File: src/rtl/srcache_ram.sv
`timescale 1ns / 1ps
`default_nettype none
// ----------------------------------------------------------------------------
// srcache_ram: generic simple dual-port RAM
// One write port, one read port, read data registered.
// ----------------------------------------------------------------------------
module srcache_ram #(
  parameter int Width = 8,
  parameter int Depth = 16
) (
  input  wire logic                            clk,
  input  wire logic                            wr_en,
  input  wire logic [$clog2(Depth)-1:0]        wr_addr,
  input  wire logic [Width-1:0]                wr_data,
  input  wire logic                            rd_en,
  input  wire logic [$clog2(Depth)-1:0]        rd_addr,
  output logic      [Width-1:0]                rd_data
);

  logic [Width-1:0] mem_r [Depth];
  logic [Width-1:0] rd_data_r;

  always_ff @(posedge clk) begin
    if (wr_en) begin
      mem_r[wr_addr] <= wr_data;
    end
    if (rd_en) begin
      rd_data_r <= mem_r[rd_addr];
    end
  end

  assign rd_data = rd_data_r;

endmodule
`default_nettype wire

File: config.mk
export PLATFORM = sky130hd
export DESIGN_NAME = srcache_ram
export DESIGN_NICKNAME = d
export VERILOG_FILES = /design/src/rtl/srcache_ram.sv
export SDC_FILE = /design/constraint.sdc
export NUM_CORES = 1
export LEC_CHECK = 0
export BUFFER_PORTS_ARGS = -buffer_cell sky130_fd_sc_hd__buf_4
export CAP_MARGIN = 30
export CORE_ASPECT_RATIO = 1.75
export CORE_UTILIZATION = 25
export CTS_CLUSTER_DIAMETER = 40
export DETAILED_ROUTE_END_ITERATION = 10
export GPL_TIMING_DRIVEN = 0
export PLACE_DENSITY = 0.39
export SYNTH_ARGS = -nofsm -noshare
export SYNTH_HDL_FRONTEND = slang
export SYNTH_SLANG_ARGS = --single-unit
export TNS_END_PERCENT = 5
File: constraint.sdc
create_clock -name clk -period 3.5 [get_ports clk]
set_clock_uncertainty 0.15 [all_clocks]
set_input_delay 0.35 -clock clk [delete_from_list [all_inputs] [get_ports clk]]
set_output_delay 0.35 -clock clk [all_outputs]
set_load 0.005 [all_outputs]
-- Yosys cells after proc, flatten, opt, wreduce, memory -nomap -nowiden
Memories as Yosys holds them, arrays and structs flattened. A register that Yosys moved wholly into a read port is not among the register bits.
Index checks and enable logic that the tools add are counted.
- mux-type cells: 2
- operators with widths (operator ; number):
    two-way mux 1 bit ; 2
- output and inout port bits: 8
- register bits after elaboration: 0
- memories: 1
- logic and storage cells: 3
- input bits: 19
- bits in writable memories: 128
- memories (name ; depth ; width ; rd ports ; clocked after Yosys merged registers in ; write ports ; line ; RTL):
    mem_r ; 16 ; 8 ; 1 ; 1 ; 1 ; 20 ; logic [Width-1:0] mem_r [Depth];

-- Longest topological paths before layout
- word-level depth: 2
- gate-level depth with buffers: 5
- gate-level depth less buffers: 3

-- Worst setup path before layout
No wires, ideal clock.
- kind: input to register
- start: in wr_addr[2]
- end: mem mem_r[0][0] (enable)
- data required time: 2967 ps
- path buffers: 0
- slack: 1507 ps
- data arrival time: 1460 ps
- cell stages on the path: 2
- cell sequence: or3b_2 nor3_1
- RTL lines (what ; line ; RTL):
    start, declared ; 13 ; input wire logic [$clog2(Depth)-1:0] wr_addr,
    end, declared ; 20 ;
Straight into the memory's write port.

-- Worst setup path after layout
- start: in wr_addr[2]
- end: mem mem_r[0][4] (enable)
Straight into the memory's write port.

==> results.ini <==
[synth]
ys_ff_latch=136
yosysUniqueCellTypes=18
syn_inst=229
synth_area_leaders=edfxtp_1, mux4_2, mux4_1
syn_avg_cell_area_um2=22.8
yosysTopAreaCell=edfxtp_1
synth-seq-area-share_pct=78.1
synth_warnings=0
synth_nets=248
synth_top_area_share_pct=78.1
synth_area_mm2=0.00523

[finish]
fin_util_pct=31.4
final_common_cell=edfxtp_1
layout.cells.most_common_list=edfxtp_1, buf_4, mux4_2
seqCellArea_mm2=0.00408
nFillCells=1966
area_growth_pct=22.5
antenna_cells=0
nNetsFinal=294
drive_above_1_share_pct=30.6
multi_input_area_mm2=0.00107
layoutNonFillerInstCount=536
design_area_mm2=0.00640

[floorplan]
die_y_um=193
rows=69
initial_utilization_pct=25.7
coreArea_mm2=0.0204
dieArea_mm2=0.0215
dieWidth_um=111
ios=27

[detailed_routing]
avgRoutedWirePerCell_um=21.5
post_drt_via_cell_ratio=4.37
first_iter_violations=70
totalWireLength_mm=11.5
drc=4
ant_nets=0
firstDrtPassIters=7
via_count=2341

[placed_design]
port_buffers=25
dp_hpwl_mm=7.88
placed_cell_area_mm2=0.00575
dp.cells=504
place_congestion=0.707

[timing]
finalHoldViolations=0
worst_pin_slew_ps=920
finalSetupViolCount=0
fmax_mhz=542
slew_violations=0
relSlewSlack_pct=38.4
period_needed_ps=1840
tns_ps=0
finalCritPeriodShare_pct=52.7
rsz0062_at_grt=no

[power]
power_leakage_uw=0.00211
power.density_mw_per_mm2=626
vdd_drop_max_uv=254

[cts]
worstSkewPairLatency_ps=420
root_buffer=clkbuf_16
ctsLongestPathBuffers=2
cts_setup_buffers=0
cts_resized=0
clkTransAtPathRegs_ps=60
cts_buffers=17
cts_sinks=136
htree_num_levels=4
cts_tree=done
ctsHoldBuffers=0

[global_route]
overflow=0
grt_pass1_vias=2618
grt_max_degree=17
grt_pass1_wl_mm=16.8
antenna_found_initial=0
grt_usage_pct=11.6

[worst_setup_path]
start_kind=input pin
end_kind=register
cp_data_required_time_ps=3470
critPathArrivalTime_ps=1810
path_class=input pin to register
crit_fanout=5

[status]
violations=DRC
status=complete, but fails checks

[job]
drv_cap=0

[hold_path]
holdCritPathClass=input pin to register

[metrics by stage]
stage	power, uW	setup slack, ps	hold slack (ps)
final	4010	1660	58.2
after global routing	4110	1570	61.4
after CTS	4040	1640	46.3
after detailed placement	2070	1200	488
after global placement	2070	807	479
after floorplan	1970	1510	299
[per-layer routing]
metal | vias up | GRT usage, % | wire length (um) | share of wire [%]
met4 | 0 | 5.26 | 194 | 1.7
met5 | - | 0 | 0 | 0
met3 | 9 | 3.07 | 288 | 2.5
met2 | 46 | 22.0 | 6640 | 58
li1 | 1071 | - | - | -
met1 | 1215 | 11.5 | 4410 | 38
[cells by family after synthesis]
group | after synthesis | synth area share, %
AO/OA/AOI/OAI | 16 | 2.30
buffers and inverters | 10 | 1.65
flip-flops | 136 | 78.1
multiplexers | 32 | 14.8
AND/OR/NAND/NOR | 35 | 3.14
[worst paths after layout]
path | start | end | slack (ps) | cells past startpoint
max | wr_addr[2] | mem_r[0][4]$_DFFE_PP_ | 1660 | 4
min reg2reg | mem_r[12][1]$_DFFE_PP_ | rd_data[1]$_DFFE_PP_ | 620 | 3
min | rd_en | rd_data[2]$_DFFE_PP_ | 60 | 1
max reg2reg | mem_r[0][1]$_DFFE_PP_ | rd_data[1]$_DFFE_PP_ | 1770 | 3
[critical path, stage by stage]
cell	delay, ps
buf_4	120
or3b_2	530
nor3_1	500
buf_2	310
[cells in the mapped netlist]
master and count:
buf_2 3, mux4_1 14, and2b_1 1, clkdlybuf4s25_2 3, mux4_2 18, or3b_2 1
nand2_1 9, nor3_1 4, nand3b_1 2, buf_4 1, a22oi_1 16, nand2b_1 2
edfxtp_1 136, nor2_1 13, nor2b_1 1, buf_6 3, and2_1 1, nand3_1 1
[power by group]
| group | total, uW | switching, uW | internal [uW] | leakage (uW) |
|---|---|---|---|---|
| registers | 1840 | 7.80 | 1840 | 0.00124 |
| clock network | 1980 | 644 | 1330 | 0.000325 |
| logic | 189 | 108 | 80.9 | 0.000552 |
| total | 4010 | 760 | 3250 | 0.00211 |
[registers in the layout, summed over array words and instances, names as in the netlist]
| register | flops |
|---|---|
| mem_r | 128 |
| rd_data | 8 |
[area by class of cell]
class | instances | share of cell area, %
plain buffers | 10 | 1.35
clock buffers | 19 | 6.76
clock inverters | 13 | 3.54
multi-input cells | 83 | 16.7
flip-flops and latches | 136 | 63.8
well taps | 248 | 4.84
repair buffers | 27 | 3.09
Note: power is estimated with default switching activity, not from simulation.
