[src/rtl/srcache_pkg.sv]
`timescale 1ns / 1ps
`default_nettype none
// ----------------------------------------------------------------------------
// srcache_pkg: shared types and helpers for the search result cache
// Slot layout, request/result records, codes and the mate score shift.
// ----------------------------------------------------------------------------
package srcache_pkg;

  localparam int INDEX_BITS = 12;
  localparam int SLOT_COUNT = 2 ** INDEX_BITS;

  localparam logic signed [33:0] MATE_WINDOW = 34'sd100000;

  // Request codes
  localparam logic [1:0] REQ_PROBE = 2'd0;
  localparam logic [1:0] REQ_STORE = 2'd1;
  localparam logic [1:0] REQ_CLEAR = 2'd2;

  // Bound codes
  localparam logic [1:0] BOUND_EXACT = 2'd0;

  // Configuration register indexes
  localparam logic [1:0] CFG_ENABLE      = 2'd0;
  localparam logic [1:0] CFG_AGE         = 2'd1;
  localparam logic [1:0] CFG_SCORE_LIMIT = 2'd2;

  localparam logic [30:0] SCORE_LIMIT_RST = 31'd1000000000;

  typedef logic [INDEX_BITS-1:0] idx_t;

  typedef struct packed {
    logic        valid;
    logic [63:0] key;
    logic [31:0] score;
    logic [7:0]  depth;
    logic [1:0]  bound;
    logic [15:0] move;
    logic [7:0]  age;
  } entry_t;

  typedef struct packed {
    logic [1:0]  req_type;
    logic [63:0] key;
    logic [7:0]  depth;
    logic [7:0]  ply;
    logic [31:0] score;
    logic [1:0]  bound;
    logic [15:0] move;
  } req_t;

  typedef struct packed {
    logic        hit;
    logic [31:0] score;
    logic [7:0]  depth;
    logic [1:0]  bound;
    logic [15:0] move;
    logic [7:0]  age;
  } result_t;

  typedef struct packed {
    logic        enable;
    logic [7:0]  age;
    logic [30:0] score_limit;
  } cfg_t;

  // Shift a mate-range score by ply: toward the root on probe, away on store.
  function automatic logic [31:0] mate_adjust(input logic [31:0] score,
                                              input logic [7:0]  ply,
                                              input logic [30:0] score_limit,
                                              input logic        toward_root);
    logic signed [33:0] s_ext;
    logic signed [33:0] pos_thr;
    logic signed [33:0] neg_thr;
    logic [31:0]        ply_ext;
    logic [31:0]        res;
    s_ext   = {{2{score[31]}}, score};
    pos_thr = $signed({3'b000, score_limit}) - MATE_WINDOW;
    neg_thr = MATE_WINDOW - $signed({3'b000, score_limit});
    ply_ext = {24'd0, ply};
    res     = score;
    if (s_ext > pos_thr) begin
      res = toward_root ? (score - ply_ext) : (score + ply_ext);
    end else if (s_ext < neg_thr) begin
      res = toward_root ? (score + ply_ext) : (score - ply_ext);
    end
    return res;
  endfunction

endpackage
`default_nettype wire

[src/rtl/srcache_decide.sv]
`timescale 1ns / 1ps
`default_nettype none
// ----------------------------------------------------------------------------
// srcache_decide: probe hit and store replacement decision
// Compares the request with the slot read from memory and builds the
// result record and the write-back entry.
// ----------------------------------------------------------------------------
module srcache_decide (
  input  wire srcache_pkg::req_t    req,
  input  wire srcache_pkg::entry_t  entry,
  input  wire srcache_pkg::cfg_t    cfg,
  output srcache_pkg::result_t      result,
  output logic                      wr_en,
  output srcache_pkg::entry_t       wr_entry
);

  logic same_key;
  logic deeper;
  logic same_depth;
  logic not_shallower;
  logic take;
  logic probe_hit;

  assign same_key      = (entry.key == req.key);
  assign deeper        = ($signed(req.depth) > $signed(entry.depth));
  assign same_depth    = (req.depth == entry.depth);
  assign not_shallower = ($signed(req.depth) >= $signed(entry.depth));

  always_comb begin
    if (!entry.valid) begin
      take = 1'b1;
    end else if (same_key) begin
      take = deeper || (same_depth && (req.bound == srcache_pkg::BOUND_EXACT)
                        && (entry.bound != srcache_pkg::BOUND_EXACT));
    end else begin
      take = (entry.age != cfg.age) || not_shallower
             || (req.bound == srcache_pkg::BOUND_EXACT);
    end
  end

  // stored depth must cover the required depth
  assign probe_hit = cfg.enable && (req.req_type == srcache_pkg::REQ_PROBE)
                     && entry.valid && same_key
                     && ($signed(entry.depth) >= $signed(req.depth));

  assign wr_en = cfg.enable && (req.req_type == srcache_pkg::REQ_STORE) && take;

  always_comb begin
    wr_entry.valid = 1'b1;
    wr_entry.key   = req.key;
    wr_entry.score = req.score;
    wr_entry.depth = req.depth;
    wr_entry.bound = req.bound;
    wr_entry.move  = req.move;
    wr_entry.age   = cfg.age;
  end

  always_comb begin
    result = '0;
    if (probe_hit) begin
      result.hit   = 1'b1;
      result.score = srcache_pkg::mate_adjust(entry.score, req.ply, cfg.score_limit, 1'b1);
      result.depth = entry.depth;
      result.bound = entry.bound;
      result.move  = entry.move;
      result.age   = entry.age;
    end else if (wr_en) begin
      result.hit   = 1'b1;
    end
  end

endmodule
`default_nettype wire

[config.mk]
export PLATFORM = sky130hd
export DESIGN_NAME = srcache_decide
export DESIGN_NICKNAME = d
export VERILOG_FILES = /design/src/rtl/srcache_pkg.sv /design/src/rtl/srcache_decide.sv
export SDC_FILE = /design/constraint.sdc
export NUM_CORES = 1
export LEC_CHECK = 0
export BUFFER_PORTS_ARGS = -buffer_cell sky130_fd_sc_hd__clkbuf_2
export CAP_MARGIN = 20
export CELL_PAD_IN_SITES_DETAIL_PLACEMENT = 1
export CELL_PAD_IN_SITES_GLOBAL_PLACEMENT = 1
export CORE_AREA = 2 2 196 198
export DETAILED_ROUTE_END_ITERATION = 12
export DIE_AREA = 0 0 198 200
export PLACE_DENSITY = 0.64
export SYNTH_ARGS = -nofsm -noshare
export SYNTH_HDL_FRONTEND = slang
export SYNTH_SLANG_ARGS = --single-unit
[constraint.sdc]
create_clock -name vclk -period 6.9
set_input_delay 1.38 -clock vclk [all_inputs]
set_output_delay 1.38 -clock vclk [all_outputs]
set_load 0.01 [all_outputs]
After elaboration in Yosys (flattened, before gate mapping)
Index checks and enable logic that the tools add are counted.
Operators by class
  add/sub/neg operators: 4
  magnitude comparators: 5
  equal/unequal tests: 4
  multiplexer cells: 7
  reductions and logical operators: 14
Operators by type and width (count)
  66-bit two-way mux: 1
  64-bit equality test: 1
  32-bit two-way mux: 2
  32-bit by 8-bit adder with 32-bit output: 1
  32-bit greater-than comparator: 1
  32-bit < comparator: 1
  17-bit by 31-bit subtractor with 32-bit output, first input constant: 1
  31-bit by 17-bit subtractor with 32-bit output, second input constant: 1
  32-bit by 8-bit subtractor with 32-bit output: 1
  8-bit >= comparator: 2
  8-bit equality test: 1
  8-bit greater-than comparator: 1
  1-bit logical AND: 8
  8-bit != test: 1
  2-bit logical NOT: 2
  1-bit two-way mux: 4
  1-bit logical OR: 3
  2-bit by 1-bit equality test with 1-bit output, second input constant: 1
  2-bit nonzero test: 1
Storage, ports and cells
  flip-flop bits (word level): 0
  input bits: 303

Logic depth before layout (Yosys ltp)
Gate-level depths: netlist (run 1).
  depth in word-level cells: 9
  mapped depth: 22

Worst setup path before layout (run 1)
Ideal clock, no wire load.
  path type: input port to output port
  start: input cfg[1] (netlist bit)
  end: output result[50] (netlist bit)
  arrival time: 6043 ps
  path slack: -523 ps
  stages: 22
  cells stage by stage: inv_1 ha_1 or4b_2 a21o_1 a21oi_1 o21ai_0 and3_1 nor2_1 nand2_1 nor4_1 xor2_1 ha_1 nand3_1 nor4_1 a21oi_1 a31oi_1 mux2_2 nor4_1 buf_2 and3_1 nor3_1 nor3_1
RTL lines
  start: declaration: line srcache_decide.sv:11  | input wire srcache_pkg::cfg_t cfg,
  end: declaration: line srcache_decide.sv:12  | output srcache_pkg::result_t result,

==> results.md, run 1 <==
* Post-synth top cells: buf_4 (131), xor2_1 (111), ha_1 (91)
* Largest net degree at the start of global routing at a little over 40
* Final sequential cell count at 0
* Final Total Pwr at between 0.5 and 0.6 mW
* HP Class: in2out
* Max VDD drop at 0.0210 mV
* Maximum fanout along the worst path at 6
* Leak at 4.70 nW
* Clock buffers at 0
* Ranking of synthesized cells by area: ha_1 (18%), buf_4 (15%), xor2_1 (15%)
* Dominant cell by count in the synthesized netlist: buf_4
* Post-synth cell types at 69
* Worst Tran Pin Value at 0.757 ns
* Vias in the first global route at 8320
* Final Hold Fails at 0
* Top-area cell type share of the netlist area at 17.6%
* Initial DRC count at roughly 300
* Ys Warns at 0
* GPL Wtd Cong at 0.970
* Max_slew headroom at between 40% and 50%
* Avg WL per Cell at approximately 23 um
* Met1 Track Usage GR at 23.0%
* Vias per cell at 4.50
* RSZ-0062 raised after global routing: yes
* Length of the first detailed-routing pass in iterations at 4
* Setup TNS at -9.89 ns
* Die width at 198 um
* Final min period at around 7.4 ns
* Crit-path most repeated cell: nor4_4
* Crit Path Class: in2out
* CP max-delay cell: or4b_4
* Ports at 502
* Synth area leader: ha_1
* Tot GR Track Use at 19.9%
* Crit. Startpoint: cfg[1]
* Max cap viols at 0
* Worst endpoint required time at 5.52 ns
* Routed vias at 8041
* Chip height at 200 um
* Core ar. at 37400 um2
* Share of cells above drive strength 1 at 47.5%
* Final Setup Violations at 32
* Dpl hpwl at 38100 um
* First-pass GRT wire length at 56500 um
* Sequential area share after synthesis at 0%
* Post-route cell area at 9470 um2
* Port Buffer Count at 405
* Run status: finished, violations left
* Startpoint Class: input port
* Mean Syn Cell Area at around 7 um2
* CP peak stage delay at 0.48 ns
* Critical Path Sink: result[53]
* Die area at 39600 um2
* Area Growth Syn to Fin at 46.2%
* Busiest grt layer: met2
* Final-report max-slew violation count at 0
* Met2 Usage GRT at about two fifths
* Final net count at 1672
* Drt drc at 0
* Post-Syn Instances at 914
* Final Core Density at 25.3%
* Synth Cell Area at 6480 um2
* Antenna violations before repair at 10
* FP Rows at 71
* Met3 Track Usage GR at 2.86%
* Grt ovf at 0
* Initial Util at ~17%
* Worst setup margin at -0.501 ns
* Part of the cycle the worst path needs at 107%
* Hold WS at ~2.8 ns
* PwrDens at 60.5 nW/um2
* Area after DPL at 8820 um2
* Fmax at 135 MHz
* Failing checks: setup timing
* WL final at 41800 um
* CP arrival at 6.02 ns
* Syn_nets at 1310
* Sequential Area at 0 um2
* Endpoint type of the worst setup path: output pin
* Post-DRT Antenna Nets at 0
## worst min-delay path by stage
stage	startpoint	endpoint	slack (ns)	cells past startpoint
floorplan	cfg[31]	wr_entry[0]	2.85	1
global placement	req[24]	wr_entry[40]	2.76	0
detailed placement	req[24]	wr_entry[40]	2.76	0
CTS	req[24]	wr_entry[40]	2.76	0
global route	req[2]	wr_entry[10]	2.76	0
finish	req[2]	wr_entry[10]	2.76	0
## metal layers
layer / wire (um) / share of wire, %
met5: 70 / 0.17
met1: 16500 / 39
met4: 1070 / 2.6
met3: 2560 / 6.1
met2: 21600 / 52
## cell usage in the layout (no fill, tap or decap), types with 9 or more instances in the layout
| cell | synthesis | layout |
|---|---|---|
| ha_1 | 91 | 90 |
| a21o_1 | 14 | 14 |
| buf_4 | 131 | 101 |
| clkbuf_2 | 0 | 374 |
| o21ai_0 | 29 | 20 |
| nor3_1 | 22 | 17 |
| nand3_1 | 11 | 9 |
| nand2_1 | 59 | 57 |
| nand4_1 | 21 | 21 |
| nor2_1 | 70 | 63 |
| xor2_1 | 111 | 111 |
| buf_6 | 1 | 16 |
| and2_1 | 40 | 40 |
| nand2b_1 | 9 | 9 |
| a21oi_1 | 44 | 37 |
| buf_2 | 3 | 26 |
| xnor2_1 | 38 | 37 |
| nor4_1 | 31 | 26 |
| inv_1 | 37 | 35 |
## worst max-delay path: cells and delay by family
kind            cells  cell delay [ns]
xor+xnor            2             0.26
fa+ha+maj           2             0.45
compound gates      6             0.91
simple gates        9             1.94
mux                 1             0.31
buf+inv             6             0.74
## kinds of logic (layout without fill, tap and decap cells)
logic type / Yosys count / count (layout) / share of synthesized area, %
XOR/XNOR: 149 / 149 / 20.1
AND/OR/NAND/NOR: 312 / 312 / 25.4
other: 1 / 4 / 0.0579
AO/OA/AOI/OAI: 160 / 160 / 16.6
adder cells (fa/ha/maj): 93 / 93 / 18.2
multiplexers: 3 / 3 / 0.483
buffers and inverters: 196 / 556 / 19.1
## cell type report
type                       count  area, um2
fill                        4675      27900
multi-input combinational    718       5720
timing repair buffer         518       2960
tap                          511        639
inverter                      38        150
antenna                        3       7.51
## through the flow
stage               cells  setup slack (ns)
floorplan             914           0.00812
global placement     1767            -0.565
detailed placement   1767            -0.824
CTS                  1778            -0.436
global route         1786            -0.707
finish               1788            -0.501
## repair_timing
action / CTS / global route
hold buffers: 0 / 0
buffers inserted: 10 / 9
cloned: 1 / 1
setup endpoints to repair: 32 / 32
pin swaps: 35 / 34
gates resized for setup: 48 / 94
## where the power goes
part	internal (mW)	leakage (nW)	switching (mW)
clock	0.0000000585	0.0000190	0
combinational	0.246	4.70	0.327
sequential	0	0	0
Power figures use the tool's default switching activity.
==> run 2: changes to the inputs <==
==> constraint.sdc (replaced) <==
create_clock -name vclk -period 6.9
set_input_delay 1.38 -clock vclk [all_inputs]
set_output_delay 1.38 -clock vclk [all_outputs]
set_load 0.02 [all_outputs]
==> run 2 against run 1 <==
Combinational power up 3%. Fmax up 1.7%. Wire length down 18%. Critical path type unchanged. The run still ends with setup timing left. Critical endpoint is now result[52]. Worst hold slack about the same. Critical path depth down 1. Non-clock buffer count up 11. Via count down 1.2%. Total power up 2.6%. Global-route usage down 3.8 points.
==> results.md, run 2 (synthesis results as in run 1) <==
* Final sequential cell count at 0
* Final Core Density at 26.4%
* Final net count at 1683
* Max_slew headroom at 32.5%
* Fmax at 137 MHz
* Final-report max-slew violation count at 0
* Length of the first detailed-routing pass in iterations at 4
* Failing checks: setup timing
* Crit. Startpoint: cfg[0]
* Share of cells above drive strength 1 at 50.1%
* Final Setup Violations at 32
* Hold path depth at 0
* Commonest non-fill, non-tap cell in the layout: clkbuf_2
* Most frequent cells in the layout: clkbuf_2 (372), buf_4 (122), xor2_1 (109), ha_1 (88), nand2_1 (54)
* Vias in the first global route at approximately 8000
* Startpoint Class: input port
* Die area at slightly below 40000 um2
* FP Rows at 71
* Max cap viols at 0
* Tot GR Track Use at 16.1%
* Dpl hpwl at 30600 um
* Max VDD drop at 0.0297 mV
* Avg WL per Cell at 19.1 um
* Part of the cycle the worst path needs at 105%
* Antenna violations before repair at 0
* Final min period at 7.27 ns
* Run status: finished, violations left
* First-pass GRT wire length at 48400 um
* Final Hold Fails at 0
* Hold WS at 2.76 ns
* Worst Hold Endpoint: wr_entry[15]
* Worst setup margin at -0.375 ns
* Initial Util at 17.3%
* Chip height at roughly 200 um
* Vias per cell at 4.42
* CP arrival at 5.89 ns
* Leak at 4.83 nW
* Worst Tran Pin Value at 1.00 ns
* Worst Hold Launch: req[7]
* GPL Wtd Cong at 0.928
* RSZ-0062 raised after global routing: yes
* Die width at 198 um
* Crit Path Class: in2out
* Post-DRT Antenna Nets at 0
* Largest net degree at the start of global routing at 41
* Maximum fanout along the worst path at 5
* Setup TNS at -8.58 ns
* Routed vias at 7941
* Ports at 502
* HP Class: in2out
* Clock buffers at 0
* Worst endpoint required time at between 5 and 6 ns
* Sequential Area at 0 um2
* Port Buffer Count at ~400
* Endpoint type of the worst setup path: output pin
* Placed cells at ~1800
* WL final at 34400 um
* PwrDens at 59.5 nW/um2
* Drt drc at 0
* Core ar. at 37400 um2
* Fill cells at approximately 4600
* Area Growth Syn to Fin at 52.6%
* Initial DRC count at 293
* Grt ovf at 0
* Fin cells at about 1800
## run 2: where the power goes
group	switching (mW)	total, mW	internal [mW]
clock network	0	0.00000000000327	0
logic	0.332	0.588	0.256
registers	0	0	0
total	0.332	0.588	0.256
## run 2: per-layer routing
| layer | up-vias | track usage [%] | wire length [um] |
|---|---|---|---|
| li1 | 3842 | - | - |
| met2 | 249 | 29.9 | 17300 |
| met1 | 3826 | 20.7 | 15100 |
| met5 | - | 0 | 0 |
| met4 | 0 | 2.51 | 512 |
| met3 | 24 | 1.06 | 1460 |
## run 2: what timing repair did
action / CTS / global route
resized for setup: 111 / 68
gates cloned: 2 / 0
hold endpoints to repair: 0 / 0
setup buffers: 18 / 12
setup endpoints to repair: 32 / 32
hold buffers: 0 / 0
pin swaps: 55 / 48
## run 2: worst max-delay path: stages
cell,delay [ns]
buf_8,0.10
inv_4,0.05
ha_4,0.12
or4b_4,0.46
a21o_1,0.23
a21oi_4,0.21
o21ai_4,0.08
and3_4,0.20
buf_6,0.12
o31ai_2,0.20
nand2_1,0.13
ha_4,0.28
nand4_1,0.13
nor4_4,0.37
a21oi_2,0.10
a31oi_2,0.19
buf_4,0.15
mux2_4,0.33
nor4_4,0.17
buf_6,0.18
buf_12,0.13
a31oi_4,0.09
xnor2_2,0.15
and2_1,0.18
clkbuf_8,0.16
## run 2: metrics by stage
stage / setup WS [ns] / cell area [um2] / power [mW]
after floorplan: 0.00668 / 6610 / 0.346
after global routing: -0.588 / 9880 / 0.644
after CTS: -0.463 / 9580 / 0.573
after global placement: -0.486 / 8930 / 0.524
after detailed placement: -0.751 / 8930 / 0.536
final: -0.375 / 9880 / 0.588
## run 2: worst max path at each step
stage	cells after the start	to	slack (ns)
finish	25	result[52]	-0.37
global route	25	result[59]	-0.59
CTS	26	result[61]	-0.46
detailed placement	25	result[53]	-0.75
floorplan	16	result[48]	0.007
global placement	25	result[53]	-0.49
## run 2: final cells by class
cell class	instances	area (um2)	area share [%]
diodes	1	2.50	0.0253
inverters	38	148	1.49
multi-input cells	718	5840	59.1
well taps	511	639	6.47
repair buffers	529	3260	32.9
